==> src/rtl/core/kwhm_pkg.sv <==
package kwhm_pkg;

  localparam int MAX_ARRAYS_DEF = 16;
  localparam int VAL_W = 32;
  localparam int ARR_W = 4;
  localparam int CNT_W = 5;
  localparam int COUNT_LIMIT = 16;
  localparam logic [CNT_W-1:0] COUNT_RESET = 5'd16;

  typedef struct packed {
    logic signed [VAL_W-1:0] value;
    logic [ARR_W-1:0]        source;
  } entry_t;

  localparam int ENTRY_W = $bits(entry_t);

  typedef enum logic [3:0] {
    S_IDLE,
    S_DECODE,
    S_UP_RD,
    S_UP_CMP,
    S_DN_LOAD,
    S_DN_RD,
    S_DN_CMP,
    S_WRAP,
    S_REPORT
  } state_t;

  // address source for read port a (port b always reads the right child)
  typedef enum logic [1:0] {
    RD_ROOT,
    RD_LAST,
    RD_PARENT,
    RD_LEFT
  } rd_sel_t;

  typedef struct packed {
    logic    latch_in;
    logic    emit_err;
    logic    fill_step;
    logic    push;
    logic    drop;
    logic    load_x;
    logic    wr_x;
    logic    up_move;
    logic    dn_move;
    logic    emit_report;
    rd_sel_t rd_sel;
  } dp_cmd_t;

  typedef struct packed {
    logic req_err;
    logic merge_phase;
    logic cmd_end;
    logic heap_full;
    logic size_zero;
    logic size_one;
    logic at_root;
    logic x_less_a;
    logic child_moves;
    logic report_due;
  } dp_status_t;

endpackage

==> src/rtl/core/k_way_heap_merge_core.sv <==
// sequence: a wrong-array transaction is decoded and its error result is registered;
// a fill head is decoded and, when inserted, rises one level per parent read and compare
// until a parent stops it or it reaches the root; the head that ends the fill goes on to the report.
// a merge item loads the root (the last entry on removal), sifts it down level by level,
// then wraps and reports; removing the last entry goes straight to the report. each level: ram read, then compare.
// busy stays high until the strobe, no stall from the receiver; reset empties the heap.
module k_way_heap_merge_core #(
  parameter int MAX_ARRAYS = kwhm_pkg::MAX_ARRAYS_DEF
) (
  input  logic                              clk,
  input  logic                              rst,
  input  logic                              start,
  output logic                              busy,
  input  logic                              command,
  input  logic signed [kwhm_pkg::VAL_W-1:0] element_value,
  input  logic [kwhm_pkg::ARR_W-1:0]        array_index,
  input  logic                              cfg_valid,
  output logic                              cfg_ready,
  input  logic [kwhm_pkg::CNT_W-1:0]        cfg_data,
  output logic                              result_valid,
  output logic signed [kwhm_pkg::VAL_W-1:0] min_value,
  output logic [kwhm_pkg::ARR_W-1:0]        next_array,
  output logic                              done_res,
  output logic                              error
);
  import kwhm_pkg::*;

  dp_cmd_t    cmd;
  dp_status_t status;

  // register writes are meant only while idle; the block does not enforce it, and they are always taken
  assign cfg_ready = 1'b1;

  kwhm_ctrl u_ctrl (
    .clk    (clk),
    .rst    (rst),
    .start  (start),
    .status (status),
    .busy   (busy),
    .cmd    (cmd)
  );

  kwhm_dp #(
    .MAX_ARRAYS (MAX_ARRAYS)
  ) u_dp (
    .clk           (clk),
    .rst           (rst),
    .cmd           (cmd),
    .status        (status),
    .command       (command),
    .element_value (element_value),
    .array_index   (array_index),
    .cfg_we        (cfg_valid && cfg_ready),
    .cfg_data      (cfg_data),
    .result_valid  (result_valid),
    .min_value     (min_value),
    .next_array    (next_array),
    .done_res      (done_res),
    .error         (error)
  );

endmodule

==> src/rtl/core/kwhm_ram.sv <==
module kwhm_ram #(
  parameter int WIDTH = 36,
  parameter int DEPTH = 16
) (
  input  logic                     clk,
  input  logic                     we,
  input  logic [$clog2(DEPTH)-1:0] waddr,
  input  logic [WIDTH-1:0]         wdata,
  input  logic [$clog2(DEPTH)-1:0] raddr_a,
  output logic [WIDTH-1:0]         rdata_a,
  input  logic [$clog2(DEPTH)-1:0] raddr_b,
  output logic [WIDTH-1:0]         rdata_b
);

  logic [WIDTH-1:0] mem [DEPTH];

  always_ff @(posedge clk) begin
    if (we) begin
      mem[waddr] <= wdata;
    end
    rdata_a <= mem[raddr_a];
    rdata_b <= mem[raddr_b];
  end

endmodule

==> src/rtl/core/kwhm_ctrl.sv <==
module kwhm_ctrl (
  input  logic                clk,
  input  logic                rst,
  input  logic                start,
  input  kwhm_pkg::dp_status_t status,
  output logic                busy,
  output kwhm_pkg::dp_cmd_t   cmd
);
  import kwhm_pkg::*;

  state_t state, state_next;

  always_ff @(posedge clk) begin
    if (rst) begin
      state <= S_IDLE;
    end else begin
      state <= state_next;
    end
  end

  always_comb begin
    state_next = state;
    case (state)
      S_IDLE: begin
        if (start) state_next = S_DECODE;
      end
      S_DECODE: begin
        if (status.req_err) begin
          state_next = S_IDLE;
        end else if (!status.merge_phase) begin
          if (!status.cmd_end && !status.heap_full) state_next = S_UP_RD;
          else state_next = S_WRAP;
        end else if (status.size_zero) begin
          state_next = S_REPORT;
        end else if (status.cmd_end && status.size_one) begin
          state_next = S_REPORT;
        end else begin
          state_next = S_DN_LOAD;
        end
      end
      S_UP_RD: begin
        if (status.at_root) state_next = S_WRAP;
        else state_next = S_UP_CMP;
      end
      S_UP_CMP: begin
        if (status.x_less_a) state_next = S_UP_RD;
        else state_next = S_WRAP;
      end
      S_DN_LOAD: state_next = S_DN_RD;
      S_DN_RD:   state_next = S_DN_CMP;
      S_DN_CMP: begin
        if (status.child_moves) state_next = S_DN_RD;
        else state_next = S_WRAP;
      end
      S_WRAP: begin
        if (status.report_due) state_next = S_REPORT;
        else state_next = S_IDLE;
      end
      S_REPORT: state_next = S_IDLE;
      default:  state_next = S_IDLE;
    endcase
  end

  always_comb begin
    cmd  = '0;
    busy = 1'b1;
    case (state)
      S_IDLE: begin
        busy         = 1'b0;
        cmd.latch_in = start;
      end
      S_DECODE: begin
        if (status.req_err) begin
          cmd.emit_err = 1'b1;
        end else if (!status.merge_phase) begin
          cmd.fill_step = 1'b1;
          cmd.push      = !status.cmd_end && !status.heap_full;
        end else if (!status.size_zero) begin
          cmd.drop   = status.cmd_end;
          cmd.rd_sel = status.cmd_end ? RD_LAST : RD_ROOT;
        end
      end
      S_UP_RD: begin
        cmd.rd_sel = RD_PARENT;
        cmd.wr_x   = status.at_root;
      end
      S_UP_CMP: begin
        cmd.up_move = status.x_less_a;
        cmd.wr_x    = !status.x_less_a;
      end
      S_DN_LOAD: cmd.load_x = 1'b1;
      S_DN_RD:   cmd.rd_sel = RD_LEFT;
      S_DN_CMP: begin
        cmd.dn_move = status.child_moves;
        cmd.wr_x    = !status.child_moves;
      end
      S_WRAP:   cmd.rd_sel = RD_ROOT;
      S_REPORT: cmd.emit_report = 1'b1;
      default:  cmd = '0;
    endcase
  end

endmodule

==> src/rtl/core/kwhm_dp.sv <==
module kwhm_dp #(
  parameter int MAX_ARRAYS = kwhm_pkg::MAX_ARRAYS_DEF
) (
  input  logic                              clk,
  input  logic                              rst,
  input  kwhm_pkg::dp_cmd_t                 cmd,
  output kwhm_pkg::dp_status_t              status,
  input  logic                              command,
  input  logic signed [kwhm_pkg::VAL_W-1:0] element_value,
  input  logic [kwhm_pkg::ARR_W-1:0]        array_index,
  input  logic                              cfg_we,
  input  logic [kwhm_pkg::CNT_W-1:0]        cfg_data,
  output logic                              result_valid,
  output logic signed [kwhm_pkg::VAL_W-1:0] min_value,
  output logic [kwhm_pkg::ARR_W-1:0]        next_array,
  output logic                              done_res,
  output logic                              error
);
  import kwhm_pkg::*;

  localparam int IW  = $clog2(MAX_ARRAYS);
  localparam int SW  = $clog2(MAX_ARRAYS + 1);
  localparam int CIW = IW + 2;
  localparam int CAP = (MAX_ARRAYS < COUNT_LIMIT) ? MAX_ARRAYS : COUNT_LIMIT;

  // accepted transaction
  logic                    in_cmd;
  logic signed [VAL_W-1:0] in_val;
  logic [ARR_W-1:0]        in_idx;

  // entry being sifted and the hole it travels through
  entry_t        x;
  logic [IW-1:0] i;

  logic [SW-1:0]    size;
  logic [CNT_W-1:0] heads;
  logic             merge;
  logic [ARR_W-1:0] requested;
  logic [CNT_W-1:0] array_count;

  logic [CNT_W-1:0] heads_inc;
  logic [CNT_W-1:0] eff_count;
  logic [SW-1:0]    size_dec;
  logic [IW-1:0]    i_dec;
  logic [IW-1:0]    parent;
  logic [CIW-1:0]   l_idx;
  logic [CIW-1:0]   r_idx;
  logic [CIW-1:0]   size_ext;
  logic             l_ok;
  logic             r_ok;
  logic             take_l;
  logic             take_r;
  logic signed [VAL_W-1:0] best_val;
  entry_t           best_child;
  logic [CIW-1:0]   best_idx;

  logic               ram_we;
  logic [IW-1:0]      raddr_a;
  logic [ENTRY_W-1:0] wdata;
  logic [ENTRY_W-1:0] rdata_a;
  logic [ENTRY_W-1:0] rdata_b;
  entry_t             rd_a;
  entry_t             rd_b;

  assign rd_a = rdata_a;
  assign rd_b = rdata_b;

  assign heads_inc = heads + 1'b1;
  assign size_dec  = size - 1'b1;
  assign i_dec     = i - 1'b1;
  assign parent    = i_dec >> 1;
  assign l_idx     = {1'b0, i, 1'b1};
  assign r_idx     = l_idx + 1'b1;
  assign size_ext  = {{(CIW - SW){1'b0}}, size};

  // count 0 acts as 1, anything above the heap depth or 16 is clamped
  always_comb begin
    if (array_count == '0) eff_count = CNT_W'(1);
    else if (array_count > CNT_W'(CAP)) eff_count = CNT_W'(CAP);
    else eff_count = array_count;
  end

  // parent wins ties, left wins over an equal right
  always_comb begin
    l_ok       = l_idx < size_ext;
    r_ok       = r_idx < size_ext;
    take_l     = l_ok && ($signed(rd_a.value) < $signed(x.value));
    best_val   = take_l ? rd_a.value : x.value;
    take_r     = r_ok && ($signed(rd_b.value) < $signed(best_val));
    best_child = take_r ? rd_b : rd_a;
    best_idx   = take_r ? r_idx : l_idx;
  end

  always_comb begin
    status.req_err     = in_idx != requested;
    status.merge_phase = merge;
    status.cmd_end     = in_cmd;
    status.heap_full   = size == SW'(MAX_ARRAYS);
    status.size_zero   = size == '0;
    status.size_one    = size == SW'(1);
    status.at_root     = i == '0;
    status.x_less_a    = $signed(x.value) < $signed(rd_a.value);
    status.child_moves = take_l || take_r;
    status.report_due  = merge || (heads >= eff_count);
  end

  always_comb begin
    case (cmd.rd_sel)
      RD_ROOT:   raddr_a = '0;
      RD_LAST:   raddr_a = size_dec[IW-1:0];
      RD_PARENT: raddr_a = parent;
      RD_LEFT:   raddr_a = l_idx[IW-1:0];
      default:   raddr_a = '0;
    endcase
  end

  assign ram_we = cmd.wr_x || cmd.up_move || cmd.dn_move;

  always_comb begin
    if (cmd.up_move) wdata = rd_a;
    else if (cmd.dn_move) wdata = best_child;
    else wdata = x;
  end

  kwhm_ram #(
    .WIDTH (ENTRY_W),
    .DEPTH (MAX_ARRAYS)
  ) u_heap (
    .clk     (clk),
    .we      (ram_we),
    .waddr   (i),
    .wdata   (wdata),
    .raddr_a (raddr_a),
    .rdata_a (rdata_a),
    .raddr_b (r_idx[IW-1:0]),
    .rdata_b (rdata_b)
  );

  always_ff @(posedge clk) begin
    if (rst) begin
      size         <= '0;
      heads        <= '0;
      merge        <= 1'b0;
      requested    <= '0;
      array_count  <= COUNT_RESET;
      result_valid <= 1'b0;
    end else begin
      result_valid <= cmd.emit_err || cmd.emit_report;
      if (cfg_we) array_count <= cfg_data;
      if (cmd.fill_step) begin
        heads     <= heads_inc;
        requested <= heads_inc[ARR_W-1:0];
      end
      if (cmd.push) size <= size + 1'b1;
      if (cmd.drop) size <= size_dec;
      if (cmd.emit_report) begin
        if (size == '0) begin
          merge     <= 1'b0;
          heads     <= '0;
          requested <= '0;
        end else begin
          merge     <= 1'b1;
          requested <= rd_a.source;
        end
      end
    end
  end

  always_ff @(posedge clk) begin
    if (cmd.latch_in) begin
      in_cmd <= command;
      in_val <= element_value;
      in_idx <= array_index;
    end
    if (cmd.push) begin
      x.value  <= in_val;
      x.source <= in_idx;
      i        <= size[IW-1:0];
    end
    if (cmd.up_move) i <= parent;
    // replace keeps the root's source, removal takes the last entry whole
    if (cmd.load_x) begin
      x.value  <= in_cmd ? rd_a.value : in_val;
      x.source <= rd_a.source;
      i        <= '0;
    end
    if (cmd.dn_move) i <= best_idx[IW-1:0];
    if (cmd.emit_err) begin
      min_value  <= '0;
      next_array <= requested;
      done_res   <= 1'b0;
      error      <= 1'b1;
    end
    if (cmd.emit_report) begin
      error <= 1'b0;
      if (size == '0) begin
        min_value  <= '0;
        next_array <= '0;
        done_res   <= 1'b1;
      end else begin
        min_value  <= rd_a.value;
        next_array <= rd_a.source;
        done_res   <= 1'b0;
      end
    end
  end

endmodule

==> config.mk <==
export PLATFORM = sky130hd
export DESIGN_NAME = k_way_heap_merge_core
export DESIGN_NICKNAME = d
export VERILOG_FILES = /design/src/rtl/core/kwhm_pkg.sv /design/src/rtl/core/k_way_heap_merge_core.sv /design/src/rtl/core/kwhm_ram.sv /design/src/rtl/core/kwhm_ctrl.sv /design/src/rtl/core/kwhm_dp.sv
export SDC_FILE = /design/constraint.sdc
export NUM_CORES = 1
export LEC_CHECK = 0
export BUFFER_PORTS_ARGS = -buffer_cell sky130_fd_sc_hd__buf_2
export CORE_MARGIN = 2
export CORE_UTILIZATION = 57
export DETAILED_ROUTE_END_ITERATION = 6
export HOLD_SLACK_MARGIN = 0.06
export PLACE_DENSITY = 0.77
export RECOVER_POWER = 100
export SKIP_LAST_GASP = 1
export SYNTH_ARGS = -nofsm -noshare
export SYNTH_HDL_FRONTEND = slang
export SYNTH_SLANG_ARGS = --single-unit
export TNS_END_PERCENT = 5
==> constraint.sdc <==
create_clock -name clk -period 5.3 [get_ports clk]
set_clock_uncertainty 0.2 [all_clocks]
set_input_delay 1.06 -clock clk [delete_from_list [all_inputs] [get_ports clk]]
set_output_delay 1.06 -clock clk [all_outputs]
set_load 0.01 [all_outputs]
Word level (Yosys, flattened, before mapping)
Memories as Yosys holds them, arrays and structs flattened. A register that Yosys moved wholly into a read port is not among the register bits.
Index checks and enable logic that the tools add are counted.
{"block": "word_totals", "register_bits": 140, "ramBits": 576, "latchBits": 0, "memories": 1, "mem_bits_ro": 0, "input_bits": 46}
{"block": "op_classes", "mul": 0, "bitwise_logic": 0, "order_cmp": 7, "reduce_logical": 23, "mux": 63, "eq_ne": 15, "n_addsub": 5, "n_shift": 0, "n_div": 0}
{"memory": "u_dp.u_heap.mem", "depth": 16, "word_bits": 36, "rd": 2, "rd_ports_with_merged_regs": 2, "wr": 1, "line_no": "kwhm_ram.sv:15", "rtl": "logic [WIDTH-1:0] mem [DEPTH];"}
{"operator": "2-to-1 mux 36 bit", "n": 5}
{"operator": "2-to-1 mux 32 bit", "n": 5}
{"operator": "< comparator 32 bit", "n": 3}
{"operator": "2-to-1 mux 4 bit", "n": 17}
{"operator": "2-to-1 mux 5 bit", "n": 7}
{"operator": "case mux 4 bit (8 select lines)", "n": 1}
{"operator": "equality test 4 x 3 -> 1 bit (second input constant)", "n": 4}
{"operator": "2-to-1 mux 1 bit", "n": 16}
{"operator": "case mux 4 bit (4 select lines)", "n": 1}
{"operator": "2-to-1 mux 3 bit", "n": 4}
{"operator": "adder 5 x 1 -> 5 bit (second input constant)", "n": 2}
{"operator": "logical NOT 5 bit", "n": 2}
{"operator": "2-to-1 mux 2 bit", "n": 5}
{"operator": "equality test 4 x 2 -> 1 bit (second input constant)", "n": 2}
{"operator": "logical NOT 4 bit", "n": 2}
{"operator": "nonzero test 2 bit", "n": 4}
{"operator": "adder 5 x 1 -> 6 bit (second input constant)", "n": 1}
{"operator": "< comparator 6 x 5 -> 1 bit", "n": 1}
{"operator": "case mux 2 bit (3 select lines)", "n": 1}
{"operator": "equality test 5 x 1 -> 1 bit (second input constant)", "n": 1}
{"operator": "equality test 5 bit (second input constant)", "n": 1}
{"operator": ">= comparator 5 bit", "n": 1}
{"operator": "greater-than comparator 5 bit (second input constant)", "n": 1}
{"operator": "logical OR 1 bit", "n": 5}
{"operator": "other kinds (14)", "n": 21}

Depth between registers and ports, before layout
Gate-level depths: netlist of run 1.
{"block": "logic_depth", "word_depth": 12, "ltp_mapped": 24}

Cells and area by module
Synthesis of run 1 repeated with hierarchy kept, for this count alone.
{"block": "hier_totals", "hier_cells": 2166, "hier_area_um2": 36100.9}
{"module": "kwhm_ram", "n_inst": 1, "area_per_inst_um2": 27232.4, "cells_per_inst": 1277, "seq_area_each_um2": 18738.0}
{"module": "kwhm_dp", "n_inst": 1, "area_per_inst_um2": 8453.1, "cells_per_inst": 832, "seq_area_each_um2": 3863.7}
{"module": "kwhm_ctrl", "n_inst": 1, "area_per_inst_um2": 404.1, "cells_per_inst": 55, "seq_area_each_um2": 80.1}
{"module": "k_way_heap_merge_core", "n_inst": 1, "area_per_inst_um2": 11.3, "cells_per_inst": 2, "seq_area_each_um2": 0.0}

Worst setup path after synthesis of run 1
OpenSTA, ideal clock, no wires.
{"block": "synth_timing", "path_kind": "reg2reg", "startpoint": "register u_dp.i[0]", "endpoint": "memory u_dp.u_heap.mem[0][26], data pin", "setup_ns": 0.307, "path_stages_with_launch": 24, "t_required_ns": 4.793, "synth_period_minus_slack_ns": 5.664, "arrival_ns": 5.157, "setup_slack_ns": -0.364, "cell_sequence": "edfxtp_1 clkbuf_1 clkbuf_1 inv_1 ha_1 nor2b_1 o21a_1 o21ai_0 nand2b_1 nand4b_1 nand2_2 buf_2 mux2i_1 ha_1 a21o_1 a221o_1 a21oi_2 a211oi_1 or4_4 a211o_1 a21oi_4 buf_6 nor2b_1 a221o_1"}
{"block": "synth_between", "elab_chain_len": 9, "word_cells_on_any_way": 12}
{"item": "start: declaration", "line_no": "kwhm_dp.sv:33", "rtl": "logic [IW-1:0] i;"}
{"item": "start signal: assignment", "line_no": "kwhm_dp.sv:178", "rtl": "i <= size[IW-1:0];"}
{"item": "start signal: assignment", "line_no": "kwhm_dp.sv:180", "rtl": "if (cmd.up_move) i <= parent;"}
{"item": "start signal: assignment", "line_no": "kwhm_dp.sv:187", "rtl": "if (cmd.dn_move) i <= best_idx[IW-1:0];"}
{"item": "< comparator 5 bit", "line_no": "kwhm_dp.sv:85", "rtl": "l_ok = l_idx < size_ext;"}
{"item": "logical AND 1 bit", "line_no": "kwhm_dp.sv:87", "rtl": "take_l = l_ok && ($signed(rd_a.value) < $signed(x.value));"}
{"item": "2-to-1 mux 32 bit", "line_no": "kwhm_dp.sv:88", "rtl": "best_val = take_l ? rd_a.value : x.value;"}
{"item": "< comparator 32 bit", "line_no": "kwhm_dp.sv:89", "rtl": "take_r = r_ok && ($signed(rd_b.value) < $signed(best_val));"}
{"item": "logical AND 1 bit", "line_no": "kwhm_dp.sv:89"}
{"item": "logical OR 1 bit", "line_no": "kwhm_dp.sv:103", "rtl": "status.child_moves = take_l || take_r;"}
{"item": "2-to-1 mux 1 bit", "line_no": "kwhm_ctrl.sv:67", "rtl": "case (state)"}
{"item": "2-to-1 mux 36 bit *", "line_no": "kwhm_dp.sv:121", "rtl": "else if (cmd.dn_move) wdata = best_child;"}
{"item": "2-to-1 mux 36 bit *", "line_no": "kwhm_dp.sv:120", "rtl": "if (cmd.up_move) wdata = rd_a;"}
{"item": "net u_dp.u_heap.wdata[26]", "line_no": "kwhm_ram.sv:8", "rtl": "input logic [WIDTH-1:0] wdata,"}
{"item": "end: declaration", "line_no": "kwhm_ram.sv:15"}
The timed path passes the listed nets; every way through them passes the cells marked *.

Final worst setup path of run 1
{"block": "layout_timing", "startpoint": "register u_dp.x[18] (netlist bit)", "endpoint": "memory u_dp.u_heap.mem[2][30], data pin"}
{"block": "layout_between", "elab_chain_len": 9, "word_cells_on_any_way": 12}
{"item": "start: declaration", "line_no": "kwhm_dp.sv:32", "rtl": "entry_t x;"}
{"item": "< comparator 32 bit", "line_no": "kwhm_dp.sv:87"}
{"item": "logical AND 1 bit", "line_no": "kwhm_dp.sv:87"}
{"item": "2-to-1 mux 32 bit", "line_no": "kwhm_dp.sv:88"}
{"item": "< comparator 32 bit", "line_no": "kwhm_dp.sv:89"}
{"item": "logical AND 1 bit", "line_no": "kwhm_dp.sv:89"}
{"item": "logical OR 1 bit", "line_no": "kwhm_dp.sv:103"}
{"item": "2-to-1 mux 1 bit", "line_no": "kwhm_ctrl.sv:67"}
{"item": "2-to-1 mux 36 bit", "line_no": "kwhm_dp.sv:121"}
{"item": "2-to-1 mux 36 bit *", "line_no": "kwhm_dp.sv:120"}
{"item": "net u_dp.u_heap.wdata[30]", "line_no": "kwhm_ram.sv:8"}
Marks and branches as above.

==> metrics.csv, run 1 <==
metric,value,unit
worstPathMaxFanout,8,
vias_per_cell,6.890,
final_nets,2889,
htreeDepth,3,
slowest_delay,0.41,ns
slowest_stage,a221o_4,
multiInputGateArea,12310,um^2
grt_max_degree,121,
use_met3,0.07088,
nFillCells,3965,
hold_class,flop to flop,
cpMostUsedCell,a211o_1,
ys_seq_area_frac,0.6477,
syn_to_final_growth,16.11,%
drc,1,
mostFrequentLayoutCells,"edfxtp_1, nand2_1, a211oi_1",
cts_tree,built,
layout_commonest_cell,edfxtp_1,
die_area,63440,um^2
start_util,0.5780,
worstSetupEndpointType,flop,
synth_cells,2553,
root_buffer,clkbuf_16,
synth_flop_cell,edfxtp_1,
syn_nets,2684,
ios,87,
fin_crit_sh,1.099,
syn_avg_cell_area,13.72,um^2
path_class,flop to flop,
powerDensity,308.7,nW/um^2
grt-busiest-layer,met2,
drive_gt1_frac,0.2093,
critPathArrivalTime,5.97,ns
num_rows,90,
via_count,24810,
crit_family,compound AO/OA/AOI/OAI gates,
grt_pass1_wl,144500,um
outcome,finished with violations,
ir_drop,0.0002499,V
antenna_found_initial,0,
required,5.44,ns
async_reset_ff_frac,0,
antenna_cells,0,
setup_slack,-0.5244,ns
ff_latch_area,22680,um^2
max-cap-violations,4,
io_buffers,85,
maxSlewViolCount,189,
place_area,37450,um^2
core_region_area,60580,um^2
hold_viol,0,
stdcell_area,40660,um^2
fin_crit,5.824,ns
syn_area,35020,um^2
synth-seq-cells,788,
total_power,0.01255,W
grt_setup_unrepaired,yes,
ant_nets,0,
cp_num_cells,24,
grt-ovfl-total,0,
routedWlPerCell,28.59,um
setup_viol,585,
startpoint_type,flop,
grtUsageTotal,0.3070,
clk_pin_slew,0.06,ns
maxSlewHeadroom,-0.4660,
die_w,251.9,um
violations,"design-rule violations, max-capacitance violations, max-slew violations, negative setup slack",
yosysWarnings,0,
use_met2,0.4836,
initialDrtViolationCount,3526,
firstDrtPassIters,7,
worstMarginPinSlew,2.199,ns
die_h,251.9,um
clock_path_buffers,3,
synth.distinct_cells,69,
cts.sinks,788,
synth_edf_count,690,
crit_buf_inv,6,
finalWirelength,102900,um
grt_pass1_vias,23370,
max_freq,171.7,MHz
cts_buffers,75,
crit_path_cell_trace,"inv_2, ha_4, nand4_1, a311oi_2, a211o_1, o31ai_4, a211o_1, nand2_2, buf_12, buf_8, mux2i_1, ha_1, a21o_1, a221o_1, a31oi_1, buf_4, o211ai_1, a21o_1, a211o_1, a21oi_4, buf_6, buf_16, nor2b_1, a221o_4",
cellLeakagePower,13.87,nW
min_delay_path_depth,2,
clkLatencyLatePin,0.63,ns
gr-usage-met1,0.4133,
rr_worst_depth,24,
setup_tns,-269.71,ns
gp_congestion,0.9815,
dpl.hpwl,55380,um
layer usage:
layer	vias up	wire length [um]
met1	12130	37160
met3	351	13290
met5	-	31
li1	10400	-
met4	2	4683
met2	1937	47780
worst min-delay path: cells and delay by family (launching register included):
kind | cells | cell delay [ns]
flip-flops | 1 | 0.35
AND/OR/NAND/NOR | 1 | 0.07
XOR/XNOR | 1 | 0.07
metrics by stage:
| step | hold slack (ns) | utilization | worst slack (ns) | instances |
|---|---|---|---|---|
| finish | 0.3179 | 0.6711 | -0.5244 | 3601 |
| global route | 0.3584 | 0.6711 | -0.6805 | 3601 |
| CTS | 0.3192 | 0.6638 | -0.3238 | 3569 |
| detailed placement | 0.3025 | 0.6182 | -0.4891 | 3416 |
| global placement | 0.2798 | 0.6182 | -0.2818 | 3416 |
| floorplan | 0.2611 | - | 0.002240 | 2553 |
sequential cells by signal (all words and copies together), names as in the netlist, 4 cells and up:
name	flops
u_ctrl.state	4
u_dp.array_count	5
u_dp.heads	5
u_dp.i	4
u_dp.in_idx	4
u_dp.in_val	32
u_dp.min_value	32
u_dp.next_array	4
u_dp.requested	4
u_dp.size	5
u_dp.u_heap.mem	576
u_dp.u_heap.rdata_a	36
u_dp.u_heap.rdata_b	36
u_dp.x	36
layout make-up:
| cell class | instances | share of cell area |
|---|---|---|
| Clock buffer | 97 | 0.05040 |
| Sequential cell | 788 | 0.5578 |
| Inverter | 47 | 0.004339 |
| Multi-Input combinational cell | 1574 | 0.3027 |
| Tap cell | 782 | 0.02406 |
| Clock inverter | 41 | 0.01129 |
| Timing Repair Buffer | 272 | 0.04936 |
power by group:
part           internal, W  total (W)  switching [W]
Clock              0.00315    0.00548        0.00233
Sequential         0.00674    0.00678      0.0000401
Combinational     0.000120   0.000299       0.000179
Total               0.0100     0.0126        0.00255
final timing paths:
check                                 from                               end  slack [ns]
setup reg to reg      u_dp.x[18]$_DFFE_PP_  u_dp.u_heap.mem[2][30]$_DFFE_PP_       -0.52
hold / removal    u_dp.heads[4]$_SDFF_PP0_          u_dp.heads[4]$_SDFF_PP0_        0.32
setup / recovery      u_dp.x[18]$_DFFE_PP_  u_dp.u_heap.mem[2][30]$_DFFE_PP_       -0.52
hold reg to reg   u_dp.heads[4]$_SDFF_PP0_          u_dp.heads[4]$_SDFF_PP0_        0.32
cells by family (layout without fill, tap and decap cells):
| logic type | count (synthesis) | in the layout | synth area share |
|---|---|---|---|
| other | 1 | 1 | 0.0001071 |
| multiplexers | 179 | 179 | 0.07942 |
| flip-flops | 788 | 788 | 0.6477 |
| buffers and inverters | 220 | 457 | 0.02622 |
| XOR/XNOR | 21 | 21 | 0.005252 |
| adder cells (fa/ha/maj) | 85 | 85 | 0.03037 |
| AND/OR/NAND/NOR | 709 | 709 | 0.09711 |
| AO/OA/AOI/OAI | 550 | 579 | 0.1138 |
what timing repair did:
action / in CTS / in global routing
cloned: 4 / 27
setup buffers: 11 / 5
resized for setup: 29 / 44
hold buffers: 0 / 0
pin swaps: 9 / 22
setup endpoints to repair: 585 / 585
Yosys cell counts, types with 2 or more instances:
| cell type | instances | area share |
|---|---|---|
| buf_4 | 6 | 0.0013 |
| nand2b_1 | 8 | 0.0014 |
| a21oi_2 | 2 | 0.00050 |
| xor2_1 | 9 | 0.0023 |
| nand2_1 | 357 | 0.038 |
| inv_1 | 47 | 0.0050 |
| o2111ai_1 | 2 | 0.00050 |
| mux2_2 | 68 | 0.022 |
| edfxtp_1 | 690 | 0.59 |
| nand3_1 | 16 | 0.0023 |
| a211o_1 | 5 | 0.0013 |
| a221oi_1 | 3 | 0.00075 |
| a22o_1 | 3 | 0.00075 |
| and2_1 | 158 | 0.028 |
| a311oi_1 | 74 | 0.019 |
| a31oi_1 | 79 | 0.014 |
| a221o_1 | 39 | 0.011 |
| and2_0 | 18 | 0.0032 |
| nor2b_1 | 42 | 0.0075 |
| ha_1 | 85 | 0.030 |
| o211a_1 | 2 | 0.00057 |
| clkbuf_1 | 117 | 0.013 |
| dfxtp_1 | 98 | 0.056 |
| nor2_1 | 52 | 0.0056 |
| o21ai_0 | 13 | 0.0019 |
| xnor2_1 | 12 | 0.0030 |
| nand4_1 | 13 | 0.0023 |
| mux4_2 | 72 | 0.046 |
| o21a_1 | 5 | 0.0011 |
| nor4b_1 | 2 | 0.00050 |
| a21o_1 | 13 | 0.0028 |
| or2_2 | 2 | 0.00036 |
| buf_2 | 31 | 0.0044 |
| nor4_1 | 3 | 0.00054 |
| nor3_1 | 23 | 0.0033 |
| mux2i_1 | 38 | 0.011 |
| buf_6 | 4 | 0.0013 |
| o211ai_1 | 6 | 0.0013 |
| and3_1 | 6 | 0.0011 |
| a21oi_1 | 103 | 0.015 |
| buf_1 | 14 | 0.0015 |
| a211oi_1 | 186 | 0.040 |
(Power assumes the default switching activity.)
==> run 2: changes to the inputs <==
--- a/config.mk
+++ b/config.mk
@@ -7,7 +7,7 @@
 export LEC_CHECK = 0
 export BUFFER_PORTS_ARGS = -buffer_cell sky130_fd_sc_hd__buf_2
 export CORE_MARGIN = 2
-export CORE_UTILIZATION = 57
+export CORE_UTILIZATION = 60
 export DETAILED_ROUTE_END_ITERATION = 6
 export HOLD_SLACK_MARGIN = 0.06
 export PLACE_DENSITY = 0.77
==> constraint.sdc (replaced) <==
create_clock -name clk -period 7.45 [get_ports clk]
set_clock_uncertainty 0.2 [all_clocks]
set_input_delay 1.49 -clock clk [delete_from_list [all_inputs] [get_ports clk]]
set_output_delay 1.49 -clock clk [all_outputs]
set_load 0.01 [all_outputs]
==> metrics.csv, run 2 (synthesized netlist as in run 1, its figures left out) <==
metric,value,unit,change
cts_resized,0,,-100%
maxSlewViolCount,790,,+320%
drive_gt1_frac,0.1166,,-0.09265
slowest_delay,0.65,ns,+0.24 ns
clkLatencyLatePin,0.63,ns,about the same
dpl.hpwl,53120,um,-4.1%
ant_nets,0,,unchanged
worstPathMaxFanout,19,,+11
grtUsageTotal,0.3180,,+0.01100
layout_commonest_cell,edfxtp_1,,
grt_pass1_wl,141100,um,-2.4%
violations,"design-rule violations, max-capacitance violations, max-slew violations",,
setup_viol,0,,-100%
root_buffer,clkbuf_16,,
start_util,0.6070,,+0.02893
via_count,23300,,-6.1%
outcome,finished with violations,,
worstSetupEndpointType,flop,,
grt_max_degree,209,,+73%
worstMarginPinSlew,3.609,ns,+1.410 ns
core_region_area,57700,um^2,-4.8%
ios,87,,unchanged
top_register,u_dp.u_heap.mem,,
grt_setup_unrepaired,no,,
io_buffers,85,,unchanged
syn_to_final_growth,9.811,%,
ir_drop,0.0001716,V,-31%
vias_per_cell,6.821,,-0.99%
crit_buf_inv,2,,-4
fin_crit,7.053,ns,+1.229 ns
die_h,245.6,um,-2.5%
initialDrtViolationCount,3292,,-6.6%
nFillCells,3886,,-2.0%
cts_buffers,76,,+1.3%
cellLeakagePower,12.83,nW,-7.5%
die_area,60310,um^2,-4.9%
max_freq,141.8,MHz,-17%
grt_pass1_vias,22450,,-3.9%
hold_buffers,0,,unchanged
max-cap-violations,24,,+20
cts_tree,built,,
hold_class,flop to flop,,
startpoint_type,flop,,
gp_congestion,0.9813,,about the same
die_w,245.6,um,-2.5%
cts_setup_buffers,0,,-11
clk_pin_slew,0.07,ns,about the same
antenna_found_initial,1,,+1
fin_crit_sh,0.9467,,-0.1522
htreeDepth,3,,unchanged
crit_path_cell_trace,"inv_1, ha_1, nand4_1, nor4_1, o31ai_1, a211o_1, nand2_2, mux2i_1, ha_1, and3_1, a221o_1, a31oi_1, o211ai_1, o211a_1, a211o_1, a21oi_2, buf_4, nor2b_1, a221o_1",,
crit_family,compound AO/OA/AOI/OAI gates,,
setup_tns,0,ns,+269.71 ns
hold_viol,0,,unchanged
grt-ovfl-total,0,,unchanged
num_rows,88,,-2.2%
required,7.53,ns,+2.09 ns
holdWs,0.3183,ns,+0.0004630 ns
routedWlPerCell,27.95,um,-2.2%
finalWirelength,95450,um,-7.3%
slowest_stage,a21oi_2,,
mostFrequentLayoutCells,"edfxtp_1, nand2_1, a211oi_1",,
drc,12,,+11
cts.sinks,788,,unchanged
maxSlewHeadroom,-1.406,,-0.9399
powerDensity,230.5,nW/um^2,-25%
firstDrtPassIters,7,,unchanged
path_class,flop to flop,,
largest_reg_flops,576,,unchanged
final_nets,2721,,-5.8%
critPathArrivalTime,7.13,ns,+1.16 ns
clock_path_buffers,3,,unchanged
[run 2: worst paths after layout]
kind	startpoint	endpoint	slack, ns	depth (start not counted)
setup / recovery	u_dp.x[35]$_DFFE_PP_	u_dp.u_heap.mem[11][18]$_DFFE_PP_	0.40	19
hold / removal	u_dp.heads[1]$_SDFF_PP0_	u_dp.heads[1]$_SDFF_PP0_	0.32	2
setup reg to reg	u_dp.x[35]$_DFFE_PP_	u_dp.u_heap.mem[11][18]$_DFFE_PP_	0.40	19
hold reg to reg	u_dp.heads[1]$_SDFF_PP0_	u_dp.heads[1]$_SDFF_PP0_	0.32	2
[run 2: layer usage]
metal / GRT usage / wire length, um / vias to the layer above
met5: 0 / 0 / -
met4: 0.1283 / 3321 / 0
met3: 0.06275 / 12000 / 220
met2: 0.4969 / 44460 / 1640
met1: 0.4422 / 35660 / 11510
li1: - / - / 9930
[run 2: area by class of cell]
cell class / instances / area (um^2) / share of cell area
clock buffer: 94 / 2029 / 0.05277
multi-input combinational: 1545 / 11470 / 0.2982
tap: 765 / 957.2 / 0.02489
timing repair buffer: 132 / 698.2 / 0.01816
sequential: 788 / 22680 / 0.5898
inverter: 47 / 176.4 / 0.004588
antenna: 1 / 2.502 / 0.00006507
clock inverter: 43 / 442.9 / 0.01152
[run 2: report_power, final]
part | switching, W | leakage (nW) | internal [W]
sequential | 0.0000337 | 7.07 | 0.00479
combinational | 0.000114 | 4.57 | 0.0000690
clock | 0.00163 | 1.20 | 0.00222
[run 2: worst reg2reg max path, stage by stage, from the launching register on]
cell and delay (ns):
edfxtp_1 0.44, inv_1 0.07, ha_1 0.45, nand4_1 0.28, nor4_1 0.40, o31ai_1 0.20, a211o_1 0.38, nand2_2 0.49
mux2i_1 0.29, ha_1 0.28, and3_1 0.24, a221o_1 0.32, a31oi_1 0.34, o211ai_1 0.20, o211a_1 0.29, a211o_1 0.26
a21oi_2 0.66, buf_4 0.37, nor2b_1 0.09, a221o_1 0.48
[run 2: through the flow]
| stage | util | power (W) | cell area, um^2 | std cells | setup slack, ns |
|---|---|---|---|---|---|
| detailed placement | 0.6300 | 0.005103 | 36350 | 3277 | 0.7251 |
| global placement | 0.6300 | 0.005100 | 36350 | 3277 | 0.9729 |
| floorplan | - | 0.005022 | 35020 | 2553 | 1.786 |
| global route | 0.6665 | 0.009056 | 38450 | 3414 | 0.1630 |
| CTS | 0.6729 | 0.008879 | 38820 | 3414 | 0.6874 |
| finish | 0.6665 | 0.008863 | 38460 | 3415 | 0.3968 |
